$ cat src/b64e_pkg.sv
// shared types, constants and the alphabet lookup for the base64 stream encoder
package b64e_pkg;

   localparam int unsigned CHAR_W      = 7;
   localparam int unsigned SEXTET_W    = 6;
   localparam int unsigned MAX_CHARS   = 4;
   localparam int unsigned CHAR_IDX_W  = $clog2(MAX_CHARS);
   localparam int unsigned QUEUE_DEPTH = 2;
   localparam int unsigned QUEUE_AW    = (QUEUE_DEPTH > 1) ? $clog2(QUEUE_DEPTH) : 1;
   localparam int unsigned QUEUE_CW    = $clog2(QUEUE_DEPTH + 1);

   localparam logic [CHAR_W-1:0] PAD_CHAR = 7'h3D;

   // held-back bit count codes
   localparam logic [1:0] HELD_NONE = 2'd0;
   localparam logic [1:0] HELD_TWO  = 2'd1;
   localparam logic [1:0] HELD_FOUR = 2'd2;

   typedef logic [CHAR_W-1:0] char_type;

   typedef struct packed {
      char_type [MAX_CHARS-1:0] chars;
      logic [CHAR_IDX_W-1:0]    n_minus1;
      logic                     eom;
   } job_type;

   typedef struct packed {
      logic not_empty;
      logic not_full;
   } queue_status_type;

   // standard alphabet: A-Z, a-z, 0-9, '+', '/'
   function automatic char_type encode_sextet(input logic [SEXTET_W-1:0] v);
      char_type c;
      c = {1'b0, v};
      if (v < 6'd26) begin
         c = 7'h41 + c;
      end else if (v < 6'd52) begin
         c = 7'h61 + c - 7'd26;
      end else if (v < 6'd62) begin
         c = 7'h30 + c - 7'd52;
      end else if (v == 6'd62) begin
         c = 7'h2B;
      end else begin
         c = 7'h2F;
      end
      return c;
   endfunction

endpackage

$ cat src/b64e_if.sv
// valid/ready channel interfaces for message bytes and encoded characters
interface b64e_req_if;
   logic       valid;
   logic       ready;
   logic [7:0] data_byte;
   logic       end_of_message;

   modport source (output valid, output data_byte, output end_of_message, input ready);
   modport sink   (input valid, input data_byte, input end_of_message, output ready);
endinterface

interface b64e_rsp_if;
   logic                        valid;
   logic                        ready;
   logic [b64e_pkg::CHAR_W-1:0] out_char;
   logic                        last_char;

   modport source (output valid, output out_char, output last_char, input ready);
   modport sink   (input valid, input out_char, input last_char, output ready);
endinterface

$ cat src/b64e_front.sv
// front end: takes message bytes, tracks held-back bits and builds character jobs
module b64e_front (
   input  logic                      clock,
   input  logic                      reset,
   b64e_req_if.sink                  req_if,
   input  b64e_pkg::queue_status_type q_status,
   output logic                      push_valid,
   output b64e_pkg::job_type         push_job
);

   logic [3:0] leftover_bits_ff, leftover_bits_in;
   logic [1:0] leftover_count_ff, leftover_count_in;
   logic       accept;
   logic [7:0] byte_w;
   logic       eom;

   assign req_if.ready = q_status.not_full;
   assign accept       = req_if.valid & q_status.not_full;
   assign push_valid   = accept;
   assign byte_w       = req_if.data_byte;
   assign eom          = req_if.end_of_message;

   always_comb begin
      push_job.chars    = {b64e_pkg::MAX_CHARS{b64e_pkg::PAD_CHAR}};
      push_job.n_minus1 = '0;
      push_job.eom      = eom;
      leftover_bits_in  = leftover_bits_ff;
      leftover_count_in = leftover_count_ff;
      unique case (leftover_count_ff)
         b64e_pkg::HELD_TWO: begin
            push_job.chars[0] = b64e_pkg::encode_sextet({leftover_bits_ff[1:0], byte_w[7:4]});
            if (eom) begin
               push_job.chars[1] = b64e_pkg::encode_sextet({byte_w[3:0], 2'b00});
               push_job.n_minus1 = 2'd2;
            end
            leftover_bits_in  = byte_w[3:0];
            leftover_count_in = b64e_pkg::HELD_FOUR;
         end
         b64e_pkg::HELD_FOUR: begin
            push_job.chars[0] = b64e_pkg::encode_sextet({leftover_bits_ff, byte_w[7:6]});
            push_job.chars[1] = b64e_pkg::encode_sextet(byte_w[5:0]);
            push_job.n_minus1 = 2'd1;
            leftover_bits_in  = 4'd0;
            leftover_count_in = b64e_pkg::HELD_NONE;
         end
         default: begin
            // nothing held (the unused count code acts the same)
            push_job.chars[0] = b64e_pkg::encode_sextet(byte_w[7:2]);
            if (eom) begin
               push_job.chars[1] = b64e_pkg::encode_sextet({byte_w[1:0], 4'b0000});
               push_job.n_minus1 = 2'd3;
            end
            leftover_bits_in  = {2'b00, byte_w[1:0]};
            leftover_count_in = b64e_pkg::HELD_TWO;
         end
      endcase
      if (eom) begin
         leftover_bits_in  = 4'd0;
         leftover_count_in = b64e_pkg::HELD_NONE;
      end
   end

   always_ff @(posedge clock) begin
      if (reset) begin
         leftover_bits_ff  <= 4'd0;
         leftover_count_ff <= b64e_pkg::HELD_NONE;
      end else if (accept) begin
         leftover_bits_ff  <= leftover_bits_in;
         leftover_count_ff <= leftover_count_in;
      end
   end

endmodule

$ cat src/b64e_queue.sv
// short job queue between the front end and the character serializer
module b64e_queue (
   input  logic                       clock,
   input  logic                       reset,
   input  logic                       push_valid,
   input  b64e_pkg::job_type          push_job,
   input  logic                       pop,
   output b64e_pkg::job_type          head_job,
   output b64e_pkg::queue_status_type q_status
);

   b64e_pkg::job_type                mem_ff [b64e_pkg::QUEUE_DEPTH];
   logic [b64e_pkg::QUEUE_AW-1:0]    wr_ptr_ff, wr_ptr_in;
   logic [b64e_pkg::QUEUE_AW-1:0]    rd_ptr_ff, rd_ptr_in;
   logic [b64e_pkg::QUEUE_CW-1:0]    fill_ff, fill_in;
   logic                             do_push, do_pop;

   localparam logic [b64e_pkg::QUEUE_AW-1:0] LAST_PTR = b64e_pkg::QUEUE_AW'(b64e_pkg::QUEUE_DEPTH - 1);
   localparam logic [b64e_pkg::QUEUE_CW-1:0] FULL_FILL = b64e_pkg::QUEUE_CW'(b64e_pkg::QUEUE_DEPTH);

   assign q_status.not_empty = (fill_ff != '0);
   assign q_status.not_full  = (fill_ff != FULL_FILL);
   assign do_push            = push_valid & q_status.not_full;
   assign do_pop             = pop & q_status.not_empty;
   assign head_job           = mem_ff[rd_ptr_ff];

   always_comb begin
      wr_ptr_in = wr_ptr_ff;
      rd_ptr_in = rd_ptr_ff;
      fill_in   = fill_ff;
      if (do_push) begin
         wr_ptr_in = (wr_ptr_ff == LAST_PTR) ? '0 : wr_ptr_ff + 1'b1;
      end
      if (do_pop) begin
         rd_ptr_in = (rd_ptr_ff == LAST_PTR) ? '0 : rd_ptr_ff + 1'b1;
      end
      if (do_push && !do_pop) begin
         fill_in = fill_ff + 1'b1;
      end else if (do_pop && !do_push) begin
         fill_in = fill_ff - 1'b1;
      end
   end

   always_ff @(posedge clock) begin
      if (do_push) begin
         mem_ff[wr_ptr_ff] <= push_job;
      end
   end

   always_ff @(posedge clock) begin
      if (reset) begin
         wr_ptr_ff <= '0;
         rd_ptr_ff <= '0;
         fill_ff   <= '0;
      end else begin
         wr_ptr_ff <= wr_ptr_in;
         rd_ptr_ff <= rd_ptr_in;
         fill_ff   <= fill_in;
      end
   end

endmodule

$ cat src/b64e_back.sv
// back end: one head-job character per unstalled cycle into the output register
module b64e_back (
   input  logic                       clock,
   input  logic                       reset,
   input  b64e_pkg::job_type          head_job,
   input  b64e_pkg::queue_status_type q_status,
   output logic                       pop,
   b64e_rsp_if.source                 rsp_if
);

   logic [b64e_pkg::CHAR_IDX_W-1:0] idx_ff, idx_in;
   logic                            valid_ff, valid_in;
   b64e_pkg::char_type              char_ff, char_in;
   logic                            last_ff, last_in;
   logic                            load;
   logic                            take;
   logic                            at_end;

   assign load   = !valid_ff || rsp_if.ready;
   assign take   = load && q_status.not_empty;
   assign at_end = (idx_ff == head_job.n_minus1);
   assign pop    = take && at_end;

   always_comb begin
      idx_in   = idx_ff;
      valid_in = valid_ff;
      char_in  = char_ff;
      last_in  = last_ff;
      if (load) begin
         valid_in = q_status.not_empty;
      end
      if (take) begin
         char_in = head_job.chars[idx_ff];
         last_in = head_job.eom && at_end;
         idx_in  = at_end ? '0 : idx_ff + 1'b1;
      end
   end

   always_ff @(posedge clock) begin
      if (reset) begin
         idx_ff   <= '0;
         valid_ff <= 1'b0;
      end else begin
         idx_ff   <= idx_in;
         valid_ff <= valid_in;
      end
   end

   always_ff @(posedge clock) begin
      char_ff <= char_in;
      last_ff <= last_in;
   end

   assign rsp_if.valid     = valid_ff;
   assign rsp_if.out_char  = char_ff;
   assign rsp_if.last_char = last_ff;

   // character index never runs past the head job's length
   a_idx_bounded: assert property (@(posedge clock) disable iff (reset)
      q_status.not_empty |-> idx_ff <= head_job.n_minus1)
      else $error("character index past end of job");

   // finishing a job restarts the index
   a_idx_restart: assert property (@(posedge clock) disable iff (reset)
      pop |=> idx_ff == '0)
      else $error("index not cleared after job pop");

   // mid-job the index stays put while the output is stalled
   a_idx_hold: assert property (@(posedge clock) disable iff (reset)
      (valid_ff && !rsp_if.ready) |=> $stable(idx_ff))
      else $error("index moved during output stall");

   a_reset_idle: assert property (@(posedge clock)
      reset |=> !valid_ff && idx_ff == '0)
      else $error("output not idle after reset");

endmodule

$ cat src/base64_stream_encoder_top.sv
// top level of the streaming base64 encoder
//
//  channel | dir | handshake           | word
//  req_if  | in  | valid/ready         | data_byte[7:0], end_of_message
//  rsp_if  | out | valid/ready         | out_char[6:0], last_char
//
// one character leaves the output register per cycle unless rsp_if stalls;
// a byte yields 1 or 2 characters mid-message, up to 4 on the last byte.
// bytes enter at one per cycle until the two-entry job queue fills.
// a byte's job is written into the queue before its first character is registered.
// synchronous reset clears held bits, queue pointers and the output valid.
// a stall on rsp_if holds the output word and backs up into the queue, then req_if.
module base64_stream_encoder_top (
   input  logic       clock,
   input  logic       reset,
   b64e_req_if.sink   req_if,
   b64e_rsp_if.source rsp_if
);

   b64e_pkg::job_type          push_job;
   b64e_pkg::job_type          head_job;
   b64e_pkg::queue_status_type q_status;
   logic                       push_valid;
   logic                       pop;

   b64e_front u_front (
      .clock      (clock),
      .reset      (reset),
      .req_if     (req_if),
      .q_status   (q_status),
      .push_valid (push_valid),
      .push_job   (push_job)
   );

   b64e_queue u_queue (
      .clock      (clock),
      .reset      (reset),
      .push_valid (push_valid),
      .push_job   (push_job),
      .pop        (pop),
      .head_job   (head_job),
      .q_status   (q_status)
   );

   b64e_back u_back (
      .clock    (clock),
      .reset    (reset),
      .head_job (head_job),
      .q_status (q_status),
      .pop      (pop),
      .rsp_if   (rsp_if)
   );

endmodule
$ cat src/flat_wrapper.sv
// flat-port wrapper written by rule: the top's interface ports become plain ports
module base64_stream_encoder_top_flat 
  (clock, reset, req_if_valid, req_if_data_byte, req_if_end_of_message, req_if_ready, rsp_if_valid, rsp_if_out_char, rsp_if_last_char, rsp_if_ready);
  b64e_req_if req_if_i ();
  b64e_rsp_if rsp_if_i ();
  input  logic clock;
  input  logic reset;
  input wire logic [$bits(req_if_i.valid)-1:0] req_if_valid;
  input wire logic [$bits(req_if_i.data_byte)-1:0] req_if_data_byte;
  input wire logic [$bits(req_if_i.end_of_message)-1:0] req_if_end_of_message;
  output wire logic [$bits(req_if_i.ready)-1:0] req_if_ready;
  output wire logic [$bits(rsp_if_i.valid)-1:0] rsp_if_valid;
  output wire logic [$bits(rsp_if_i.out_char)-1:0] rsp_if_out_char;
  output wire logic [$bits(rsp_if_i.last_char)-1:0] rsp_if_last_char;
  input wire logic [$bits(rsp_if_i.ready)-1:0] rsp_if_ready;
  assign req_if_i.valid = req_if_valid;
  assign req_if_i.data_byte = req_if_data_byte;
  assign req_if_i.end_of_message = req_if_end_of_message;
  assign req_if_ready = req_if_i.ready;
  assign rsp_if_valid = rsp_if_i.valid;
  assign rsp_if_out_char = rsp_if_i.out_char;
  assign rsp_if_last_char = rsp_if_i.last_char;
  assign rsp_if_i.ready = rsp_if_ready;
  base64_stream_encoder_top u_core (.clock(clock), .reset(reset), .req_if(req_if_i), .rsp_if(rsp_if_i));
endmodule
$ cat config.mk
export PLATFORM = sky130hd
export DESIGN_NAME = base64_stream_encoder_top_flat
export DESIGN_NICKNAME = d
export VERILOG_FILES = /design/src/b64e_pkg.sv /design/src/b64e_if.sv /design/src/b64e_front.sv /design/src/b64e_queue.sv /design/src/b64e_back.sv /design/src/base64_stream_encoder_top.sv /design/src/flat_wrapper.sv
export SDC_FILE = /design/constraint.sdc
export NUM_CORES = 1
export LEC_CHECK = 0
export BUFFER_PORTS_ARGS = -buffer_cell sky130_fd_sc_hd__buf_2
export CAP_MARGIN = 10
export CORE_ASPECT_RATIO = 0.6
export CORE_UTILIZATION = 50
export CTS_CLUSTER_DIAMETER = 50
export DETAILED_ROUTE_END_ITERATION = 6
export GPL_ROUTABILITY_DRIVEN = 0
export HOLD_SLACK_MARGIN = 0.06
export PLACE_DENSITY = 0.73
export SETUP_SLACK_MARGIN = 0.02
export SLEW_MARGIN = 30
export SYNTH_ARGS = -nofsm -noshare
export SYNTH_HDL_FRONTEND = slang
export SYNTH_SLANG_ARGS = --single-unit
$ cat constraint.sdc
create_clock -name clock -period 3.5 [get_ports clock]
set_clock_uncertainty 0.05 [all_clocks]
set_input_delay 0.35 -clock clock [delete_from_list [all_inputs] [get_ports clock]]
set_output_delay 0.35 -clock clock [all_outputs]
set_load 0.05 [all_outputs]
==> results of run 1 <==
==> report_power, final <==
group	internal (uW)	switching, uW	total (uW)
Sequential	936	81.8	1020
Combinational	349	675	1020
Clock	309	208	518
Total	1590	965	2560
==> kinds of logic (layout without fill, tap and decap cells) <==
family	Yosys count	after routing	share of synthesized area [%]
xor gates and xnor gates	17	17	3.61
and+or+nand+nor	139	139	17.3
AOI/OAI and AO/OA	133	133	21.7
muxes	18	18	6.64
DFF	56	56	37.3
buffers and inverters	56	57	5.58
adders and majority gates	26	26	7.88
==> synth_stat cells, drive strengths merged, types with 4 or more instances <==
cell type / instances / area share (%)
inv: 21 / 1.9
edfxtp: 42 / 31
xnor2: 13 / 2.8
nor2b: 7 / 1.1
a31oi: 13 / 2.0
buf: 11 / 1.5
a22oi: 4 / 0.73
mux4: 7 / 3.8
nor3: 9 / 1.1
nand2b: 10 / 1.5
a21o: 4 / 0.73
o31ai: 4 / 0.73
nor4: 4 / 0.61
nand4: 5 / 0.76
o21ai: 25 / 3.0
or2: 5 / 0.76
nand3: 17 / 2.1
ha: 26 / 7.9
clkbuf: 23 / 2.1
mux2i: 6 / 1.5
o311ai: 7 / 1.5
xor2: 4 / 0.85
or3: 6 / 1.0
dfxtp: 14 / 6.8
nor2: 24 / 2.2
a21oi: 32 / 4.0
o211ai: 6 / 1.1
mux2: 5 / 1.4
a211oi: 6 / 1.1
nand2: 36 / 3.3
==> sequential cells by signal (all words and copies together), names as in the netlist, named ones only <==
| name | cells |
|---|---|
| u_core.u_back.rsp_if.valid | 1 |
| u_core.u_queue.wr_ptr_ff | 1 |
| u_core.u_queue.mem_ff | 34 |
| u_core.u_back.rsp_if.last_char | 1 |
| u_core.u_queue.fill_ff | 2 |
| u_core.u_front.leftover_count_ff | 2 |
| u_core.u_queue.rd_ptr_ff | 1 |
| u_core.u_back.rsp_if.out_char | 7 |
| u_core.u_front.leftover_bits_ff | 4 |
| u_core.u_back.idx_ff | 2 |
==> worst max-delay path by stage <==
stage | endpoint | slack (ns) | cells past startpoint
after floorplan | u_core.u_queue.mem_ff[0][3] | 1.12 | 9
after global placement | u_core.u_queue.mem_ff[0][8] | 0.64 | 8
after detailed placement | u_core.u_queue.mem_ff[0][8] | 0.69 | 7
after CTS | u_core.u_queue.mem_ff[0][3] | 0.99 | 8
after global routing | u_core.u_queue.mem_ff[1][8] | 0.75 | 7
final | u_core.u_queue.mem_ff[1][8] | 0.89 | 7
==> through the flow <==
step / hold slack [ns] / utilization [%] / std cells
final: 0.286 / 55.7 / 554
after floorplan: 0.369 / - / 445
after global routing: 0.300 / 55.7 / 554
after CTS: 0.283 / 55.7 / 554
after detailed placement: 0.419 / 53.7 / 546
after global placement: 0.409 / 53.7 / 546
==> critical path: cells and delay by family <==
kind	cells	cell delay, ns
adders and majority gates	1	0.49
and+or+nand+nor	2	0.69
AOI/OAI and AO/OA	3	0.75
buffers and inverters	1	0.28
==> layer usage <==
metal  part of all wire (%)  vias to the layer above  GRT usage [%]  routed length (um)
met2                     40                      266           34.2                4310
met5                   0.45                        -           4.55                  49
met3                     13                       18           8.41                1440
met1                     46                     1707           38.2                4970
li1                       -                     1678              -                   -
met4                    1.2                        2           3.47                 133
==> layout make-up <==
| cell class | instances | share of cell area (%) |
|---|---|---|
| clock buffer | 8 | 3.56 |
| inverter | 22 | 1.87 |
| multi-input combinational | 333 | 53.3 |
| sequential | 56 | 34.8 |
| tap | 108 | 3.05 |
| timing repair buffer | 27 | 3.34 |
==> out/qor.yml, run 1 <==
grt_setup_unrepaired: "no"
numCtsBuffers: 5
drive_gt1_share_pct: 13.0
syn_inst: 445
dpl-instance-area_um2: 4260
critPathKind: "in -> reg"
p_leak_uw: 0.00157
hold_viol: 0
maxCapViolCount: 0
portBuffers: 22
diodes: 0
ys_seq_elements: 56
die_h_um: 72.4
layout_commonest_cell: "edfxtp_1"
min_to: "u_core.u_back.rsp_if.valid"
drc: 0
fin_nets: 484
multiInputGateArea_um2: 2360
track_usage_pct: 25.1
routed_wl_um: 10900
clock-sinks: 56
ys_async_sr_fraction_pct: 0
htreeDepth: 2
slew_headroom_pct: 45.8
hp-start: "rsp_if_ready"
rr_startpoint: "u_core.u_front.leftover_bits_ff[0]"
fin_crit_sh_pct: 74.6
synthFlopType: "edfxtp_1"
crit_chain: "buf_2 > ha_1 > nor2b_1 > nand3b_1 > a32o_1 > a21oi_1 > a31oi_1"
via_per_inst: 6.63
syn-cell-area_um2: 4130
reg2reg_depth: 8
first_pass_iters: 7
place_ws_ns: 0.689
whs_path_depth: 3
routedWlPerCell_um: 19.7
finalSetupTns_ns: 0
io_pins: 23
start_util_pct: 52.0
yosys_warnings: 0
crit_path_start_kind: "input port"
syn_nets: 484
tightestPinTransition_ns: 0.813
seq_area_frac_synth_pct: 37.3
ir_worst_vdd_v: 0.000293
cts_tree: "built"
dp_hpwl_um: 7870
grt_max_degree: 31
status: "completed"
drtAntennaViolNets: 0
critPathArrivalTime_ns: 2.57
grt_pass1_vias: 3048
slew_violations: 0
fillCellCount: 700
seq_area_um2: 1540
setup_violations: 0
critPathMaxStageDelay_ns: 0.56
cts_root_buf: "clkbuf_16"
synth_edf_count: 42
mostFrequentLayoutCells: "edfxtp_1 (42), nand2_1 (36), a21oi_1 (31), ha_1 (25), nor2_1 (24)"
cp_max_fo: 18
core_area_um2: 7950
critPathCaptureType: "flip-flop"
power_uw: 2560
cp-startpoint: "req_if_data_byte[7]"
drt_iter0_markers: 547
ys_types: 65
clk_pin_slew_ns: 0.07
stdcell_area_um2: 4420
clk_path_buf_depth: 2
die_x_um: 119
grt_pass1_wl_um: 16600
syn2layout_area_growth_pct: 7.15
worstPathRequired_ns: 3.46
max_clock_freq_mhz: 383
critPathSlowestCell: "nor2b_1"
r2r_end: "u_core.u_queue.mem_ff[0][3]"
hold_class: "in -> reg"
power.density_nw_per_um2: 579
die_area_um2: 8640
cts-resized-gates: 0
clk-insertion-delay-late_ns: 0.29
antenna_found_initial: 0
r2r_slack_ns: 0.95
cts_setup_buffers: 0
rows: 25
fin_crit_ns: 2.61
vias: 3671
fin_ws_ns: 0.889
synth_area_per_cell_um2: 9.28
grt_overflow: 0
cts_hold_buf: 0
(Power assumes the default switching activity.)
==> run 2: changes to the inputs <==
Settings changed: ABC_AREA set to 1, PLACE_DENSITY 0.73 to 0.76.
Clock period 3.5 ns to 2.35 ns, I/O delays scaled along.
==> run 2 against run 1 <==
Effect of this change:
- worst setup slack got worse by 0.60 ns
- critical path depth rose by 3
- area after synthesis rose by 3.1%
- count of clock-buffer cells in the layout fell by 2
- routed wire length rose by 9.2%
- critical endpoint is now u_core.u_queue.fill_ff[1]
- largest power group is now combinational logic
==> out/qor.yml, run 2 <==
status: "completed"  # unchanged
die_area_um2: 8900  # was 8640 um2
via_per_inst: 5.83  # was 6.63
r2r_slack_ns: 0.28  # was 0.95 ns
drive_gt1_share_pct: 12.4  # was 13.0%
power.density_nw_per_um2: 864  # was 579 nW/um2
synth_area_per_cell_um2: 7.23  # was 9.28 um2
core_area_um2: 8070  # was 7950 um2
yosysTopAreaCell: "edfxtp_1"  # unchanged
layout_commonest_cell: "nand2_1"  # was edfxtp_1
clock-sinks: 56  # unchanged
die_h_um: 73.5  # was 72.4 um
clk_pin_slew_ns: 0.07  # about the same
mostFrequentLayoutCells: "nand2_1 (174), nand3_1 (71), nor2_1 (59), inv_1 (49), edfxtp_1 (42)"  # was edfxtp_1 (42), nand2_1 (36), a21oi_1 (31), ha_1 (25), nor2_1 (24)
portBuffers: 22  # unchanged
drt_iter0_markers: 766  # was 547
grt_max_degree: 18  # was 31
drc: 0  # unchanged
clk_path_buf_depth: 2  # unchanged
fin_nets: 652  # was 484
vias: 4209  # was 3,671
setup_violations: 0  # unchanged
cts-resized-gates: 0  # unchanged
routed_wl_um: 11900  # was 10,900 um
io_pins: 23  # unchanged
setup.worst_path.end: "u_core.u_queue.fill_ff[1]"  # was u_core.u_queue.mem_ff[1][8]
final_util_pct: 57.3  # was 55.7%
first_pass_iters: 6  # was 7
crit_cells: 10  # was 7
critPathMaxStageDelay_ns: 0.39  # was 0.56 ns
syn2layout_area_growth_pct: 8.64  # was 7.15%
stdcell_area_um2: 4620  # was 4420 um2
ys_seq_elements: 56  # unchanged
diodes: 0  # unchanged
synthTopCellsByArea: "edfxtp_1 (30%), nand2_1 (15%), nand3_1 (8.3%)"  # was edfxtp_1 (31%), ha_1 (7.9%), dfxtp_1 (6.8%)
fillCellCount: 750  # was 700
routedWlPerCell_um: 16.5  # was 19.7 um
p_leak_uw: 0.00207  # was 0.00157 uW
drtAntennaViolNets: 0  # unchanged
critPathTopFamily: "compound AO/OA/AOI/OAI gates"  # unchanged
start_util_pct: 52.7  # was 52.0%
rows: 25  # unchanged
crit_path_start_kind: "flip-flop"  # was input port
grt_setup_unrepaired: "no"  # unchanged
die_x_um: 121  # was 119 um
synth_most_common_cell: "nand2_1"  # was edfxtp_1
max_clock_freq_mhz: 484
grt_pass1_wl_um: 18600  # was 16,600 um
dp_hpwl_um: 9280  # was 7870 um
critPathCaptureType: "flip-flop"  # unchanged
crit_chain: "buf_4 > nand2_1 > nand2_1 > xor2_2 > nand3_2 > ha_1 > a21oi_1 > o21ai_0 > o21ai_0 > a21oi_1"  # was buf_2 > ha_1 > nor2b_1 > nand3b_1 > a32o_1 > a21oi_1 > a31oi_1
synthFlopType: "edfxtp_1"  # unchanged
synth_common_cells: "nand2_1 (174), nand3_1 (71), nor2_1 (59)"  # was edfxtp_1 (42), nand2_1 (36), a21oi_1 (31)
slew_violations: 0  # unchanged
hold_class: "in -> reg"  # unchanged
grt_overflow: 0  # unchanged
largest_register: "u_core.u_queue.mem_ff"  # unchanged
tightestPinTransition_ns: 0.374  # was 0.813 ns
cp_max_fo: 10  # was 18
maxCapViolCount: 0  # unchanged
cts_root_buf: "clkbuf_16"  # unchanged
grt_pass1_vias: 3535  # was 3,048
synth_top_area_share_pct: 29.6  # was 30.5%
ys_async_sr_fraction_pct: 0  # unchanged
fin_crit_sh_pct: 87.9
track_usage_pct: 27.9  # was 25.1%
worstPathRequired_ns: 2.48  # was 3.46 ns
synth_edf_count: 42  # unchanged
cts_tree: "built"  # unchanged
syn_nets: 628  # was 484
r2r_end: "u_core.u_queue.fill_ff[1]"  # was u_core.u_queue.mem_ff[0][3]
slew_headroom_pct: 74.9  # was 45.8%
dpl-instance-area_um2: 4480  # was 4260 um2
reg2reg_depth: 10  # was 8
ys_types: 37  # was 65
numCtsBuffers: 5  # unchanged
critPathKind: "reg -> reg"  # was in -> reg
cp.buffers_inverters: 1  # unchanged
largest_reg_flops: 34  # unchanged
syn_inst: 589  # was 445
syn-cell-area_um2: 4260  # was 4130 um2
htreeDepth: 2  # unchanged
fin_crit_ns: 2.07
critPathSlowestCell: "dfxtp_1"  # was nor2b_1
clk-insertion-delay-late_ns: 0.30  # was 0.29 ns
critPathArrivalTime_ns: 2.20  # was 2.57 ns
finalSetupTns_ns: 0  # unchanged
seq_area_frac_synth_pct: 36.2  # was 37.3%
antenna_found_initial: 0  # unchanged
yosys_warnings: 0  # unchanged
ir_worst_vdd_v: 0.000435  # was 0.000293 V
cts_hold_buf: 0  # unchanged
hold_viol: 0  # unchanged
cts_setup_buffers: 0  # unchanged
## run 2: cell types whose count changed after synthesis, moves of 11 or more
cell      previous run  this run
nand2_1             36       174
nand3_1             17        71
nor2_1              24        59
inv_1               18        49
clkbuf_1            23         1
o21ai_0             22        33
## run 2: area by class of cell
cell class / instances / area, um2 / area share [%]
tap: 108 / 135 / 2.92
clock inverter: 2 / 13.8 / 0.298
clock buffer: 6 / 129 / 2.79
inverter: 64 / 244 / 5.28
sequential: 56 / 1540 / 33.3
timing repair buffer: 37 / 223 / 4.82
multi-input combinational: 449 / 2340 / 50.6
## run 2: worst register-to-register path: cells and delay by family, from the launching register on
kind	cells	cell delay, ns
XOR/XNOR	1	0.20
flip-flops	1	0.39
buffers and inverters	1	0.20
adder cells (fa/ha/maj)	1	0.34
AND/OR/NAND/NOR	3	0.30
AO/OA/AOI/OAI	4	0.47
## run 2: metrics by stage
stage                     cells  worst slack, ns  hold WS (ns)  total power, uW
after floorplan             589           0.0394         0.284             2780
after global placement      714            0.238         0.420             3210
after detailed placement    714            0.210         0.437             3250
after CTS                   722            0.293         0.200             3980
after global routing        722            0.135         0.213             4220
final                       722            0.284         0.208             3990
## run 2: kinds of logic after synthesis
| kind of cell | after synthesis | synth area share (%) |
|---|---|---|
| DFF | 56 | 36.2 |
| AOI/OAI and AO/OA | 87 | 12.2 |
| adders and majority gates | 26 | 7.64 |
| buffers and inverters | 84 | 8.85 |
| and+or+nand+nor | 325 | 32.7 |
| xor gates and xnor gates | 11 | 2.44 |
## run 2: power by group
| group | switching, uW | total (uW) | internal (uW) |
|---|---|---|---|
| Combinational | 1280 | 1780 | 501 |
| Sequential | 85.3 | 1480 | 1400 |
| Clock | 335 | 733 | 398 |
## run 2: how the worst min path moves through the flow
stage | cells past startpoint | start | slack [ns] | end
finish | 4 | rsp_if_ready | 0.21 | u_core.u_back.rsp_if.valid
detailed placement | 2 | u_core.u_queue.rd_ptr_ff | 0.44 | u_core.u_queue.rd_ptr_ff
floorplan | 0 | req_if_end_of_message | 0.28 | u_core.u_queue.mem_ff[0][0]
global placement | 2 | u_core.u_front.leftover_count_ff[0] | 0.42 | u_core.u_front.leftover_count_ff[0]
CTS | 2 | reset | 0.20 | u_core.u_front.leftover_bits_ff[2]
global route | 2 | reset | 0.21 | u_core.u_queue.rd_ptr_ff
## run 2: layer usage
metal / up-vias / part of all wire (%) / global-route usage [%]
li1: 1994 / - / -
met5: - / 0 / 0
met1: 1915 / 46 / 44.3
met2: 282 / 38 / 34.9
met4: 0 / 0.96 / 4.80
met3: 18 / 16 / 10.0
==> run 3: changes to the inputs <==
Settings changed: CORE_MARGIN set to 3, CTS_BUF_LIST set to sky130_fd_sc_hd__clkbuf_2.
==> run 3 against run 2 <==
Effect of this change:
- sequential cell count stayed put
- register-to-register slack gained 0.06 ns
- worst hold slack lost 0.064 ns
- critical path depth is the same
- non-clock buffer count rose by 4
- routed wire length increased by 2.3%
- combinational power about the same
- total power fell by 8.5%
- cell count grew 0.55%
- count of clock-buffer cells in the layout is the same
- first-iteration DRC count down 16%
- maximum frequency is 2.8% higher
- largest cell class unchanged
==> out/qor.yml, run 3 (synthesis results as in run 2) <==
core_area_um2: 8070  # unchanged
cp_max_fo: 17  # was 10
drc: 0  # unchanged
grt_setup_unrepaired: "no"  # unchanged
worstPathRequired_ns: 2.65  # was 2.48 ns
whs_path_depth: 3  # was 4
fin_crit_ns: 2.01  # was 2.07 ns
largest_register: "u_core.u_queue.mem_ff"  # unchanged
clkPwrFrac_pct: 10.3  # was 18.3%
die_area_um2: 9690  # was 8900 um2
swShare_pct: 45.7  # was 42.5%
critPathSlowestCell: "dfxtp_2"  # was dfxtp_1
critPathMaxStageDelay_ns: 0.42  # was 0.39 ns
dp_hpwl_um: 9490  # was 9280 um
cts_tree: "built"  # unchanged
io_pins: 23  # unchanged
critPathArrivalTime_ns: 2.31  # was 2.20 ns
antenna_found_initial: 0  # unchanged
combPwrFrac_pct: 48.8  # was 44.5%
tightestPinTransition_ns: 0.429  # was 0.374 ns
diodes: 0  # unchanged
cts_root_buf: "clkbuf_2"  # was clkbuf_16
routedWlPerCell_um: 16.8  # was 16.5 um
r2r_slack_ns: 0.34  # was 0.28 ns
fin_nets: 656  # was 652
status: "completed"  # unchanged
portBuffers: 22  # unchanged
clk_pin_slew_ns: 0.29  # was 0.07 ns
crit_chain: "inv_4 > nand2_1 > nand2_1 > xor2_2 > nand3_2 > ha_1 > a21oi_1 > o21ai_0 > o21ai_0 > a21oi_1"  # was buf_4 > nand2_1 > nand2_1 > xor2_2 > nand3_2 > ha_1 > a21oi_1 > o21ai_0 > o21ai_0 > a21oi_1
clock-sinks: 56  # unchanged
slew_violations: 0  # unchanged
p_leak_uw: 0.00205  # was 0.00207 uW
die_h_um: 77.5  # was 73.5 um
grt_overflow: 0  # unchanged
max_clock_freq_mhz: 497  # was 484 MHz
syn2layout_area_growth_pct: 7.23  # was 8.64%
drtAntennaViolNets: 0  # unchanged
crit_path_start_kind: "flip-flop"  # unchanged
vias: 4266  # was 4,209
layout_commonest_cell: "nand2_1"  # unchanged
cts_setup_buffers: 0  # unchanged
drive_gt1_share_pct: 12.8  # was 12.4%
start_util_pct: 52.7  # unchanged
slew_headroom_pct: 71.1  # was 74.9%
htreeDepth: 2  # unchanged
switchingPower_uw: 1670  # was 1700 uW
maxCapViolCount: 0  # unchanged
drt_iter0_markers: 642  # was 766
grt_pass1_vias: 3673  # was 3,535
hold_class: "in -> reg"  # unchanged
ir_worst_vdd_v: 0.000409  # was 0.000435 V
grt_max_degree: 18  # unchanged
numCtsBuffers: 5  # unchanged
p_seq_share_pct: 40.8  # was 37.1%
reg2reg_depth: 10  # unchanged
clk_path_buf_depth: 2  # unchanged
grt_pass1_wl_um: 19600  # was 18,600 um
setup_violations: 0  # unchanged
critPathCaptureType: "flip-flop"  # unchanged
mostFrequentLayoutCells: "nand2_1 (174), nand3_1 (71), nor2_1 (59), inv_1 (49), edfxtp_1 (42)"  # unchanged
p_int_uw: 1990  # was 2300 uW
critPathKind: "reg -> reg"  # unchanged
largest_reg_flops: 34  # unchanged
die_x_um: 125  # was 121 um
power_uw: 3650  # was 3990 uW
hold_viol: 0  # unchanged
via_per_inst: 5.88  # was 5.83
routed_wl_um: 12200  # was 11,900 um
power.density_nw_per_um2: 801  # was 864 nW/um2
clk-insertion-delay-late_ns: 0.45  # was 0.30 ns
finalSetupTns_ns: 0  # unchanged
rows: 25  # unchanged
track_usage_pct: 25.2  # was 27.9%
first_pass_iters: 6  # unchanged
fin_crit_sh_pct: 85.5  # was 87.9%
[run 3: cell types whose count changed in the layout (fill, tap and decap cells not counted)]
cell / delta
clkbuf_1: -1
dlygate4sd3_1: +3
dfxtp_1: -1
clkbuf_16: -5
dfxtp_2: +1
clkbuf_2: +6
buf_4: +1
[run 3: repair_timing]
item / CTS / global route
hold buffers: 3 / 0
gates resized for setup: 0 / 1
setup endpoints to repair: 0 / 1
hold endpoints to repair: 10 / 0
[run 3: metal layers]
metal / routed length [um] / global-route usage [%]
met1: 5630 / 42.1
met2: 4470 / 31.7
met3: 1960 / 6.74
met4: 127 / 4.00
met5: 0 / 0
[run 3: area by class of cell]
class                           instances  area (um2)
Clock buffer                            6        30.0
Multi-Input combinational cell        449        2340
Tap cell                              108         135
Inverter                               64         244
Timing Repair Buffer                   41         260
Sequential cell                        56        1540
Fill cell                             762        3510
Clock inverter                          2        13.8
[run 3: per-stage QoR]
step / cell area [um2] / instances / util (%) / hold WS [ns] / setup slack, ns
floorplan: 4260 / 589 / - / 0.284 / 0.0394
detailed placement: 4490 / 715 / 55.6 / 0.429 / 0.166
CTS: 4560 / 726 / 56.5 / 0.114 / 0.279
global placement: 4490 / 715 / 55.6 / 0.420 / 0.244
global route: 4560 / 726 / 56.6 / 0.112 / 0.0580
finish: 4560 / 726 / 56.6 / 0.144 / 0.340
[run 3: power groups by stage]
stage	Sequential, uW	Clock, uW	Combinational [uW]
after floorplan	1770	0	1010
after global placement	1510	0	1700
after detailed placement	1510	0	1750
after CTS	1490	384	1750
after global routing	1520	436	1970
final	1490	378	1780
[run 3: worst paths after layout]
| check | startpoint | endpoint |
|---|---|---|
| max | flip-flop | u_core.u_queue.fill_ff[1] |
| min | req_if_data_byte[3] | u_core.u_front.leftover_bits_ff[3] |
| max reg2reg | flip-flop | u_core.u_queue.fill_ff[1] |
| min reg2reg | u_core.u_queue.rd_ptr_ff | flip-flop |
[run 3: worst max-delay path, delay by kind of cell, from the launching register on]
family / cells / cell delay (ns)
adder cells (fa/ha/maj): 1 / 0.34
flip-flops: 1 / 0.42
buffers and inverters: 1 / 0.16
AND/OR/NAND/NOR: 3 / 0.29
AO/OA/AOI/OAI: 4 / 0.45
XOR/XNOR: 1 / 0.19
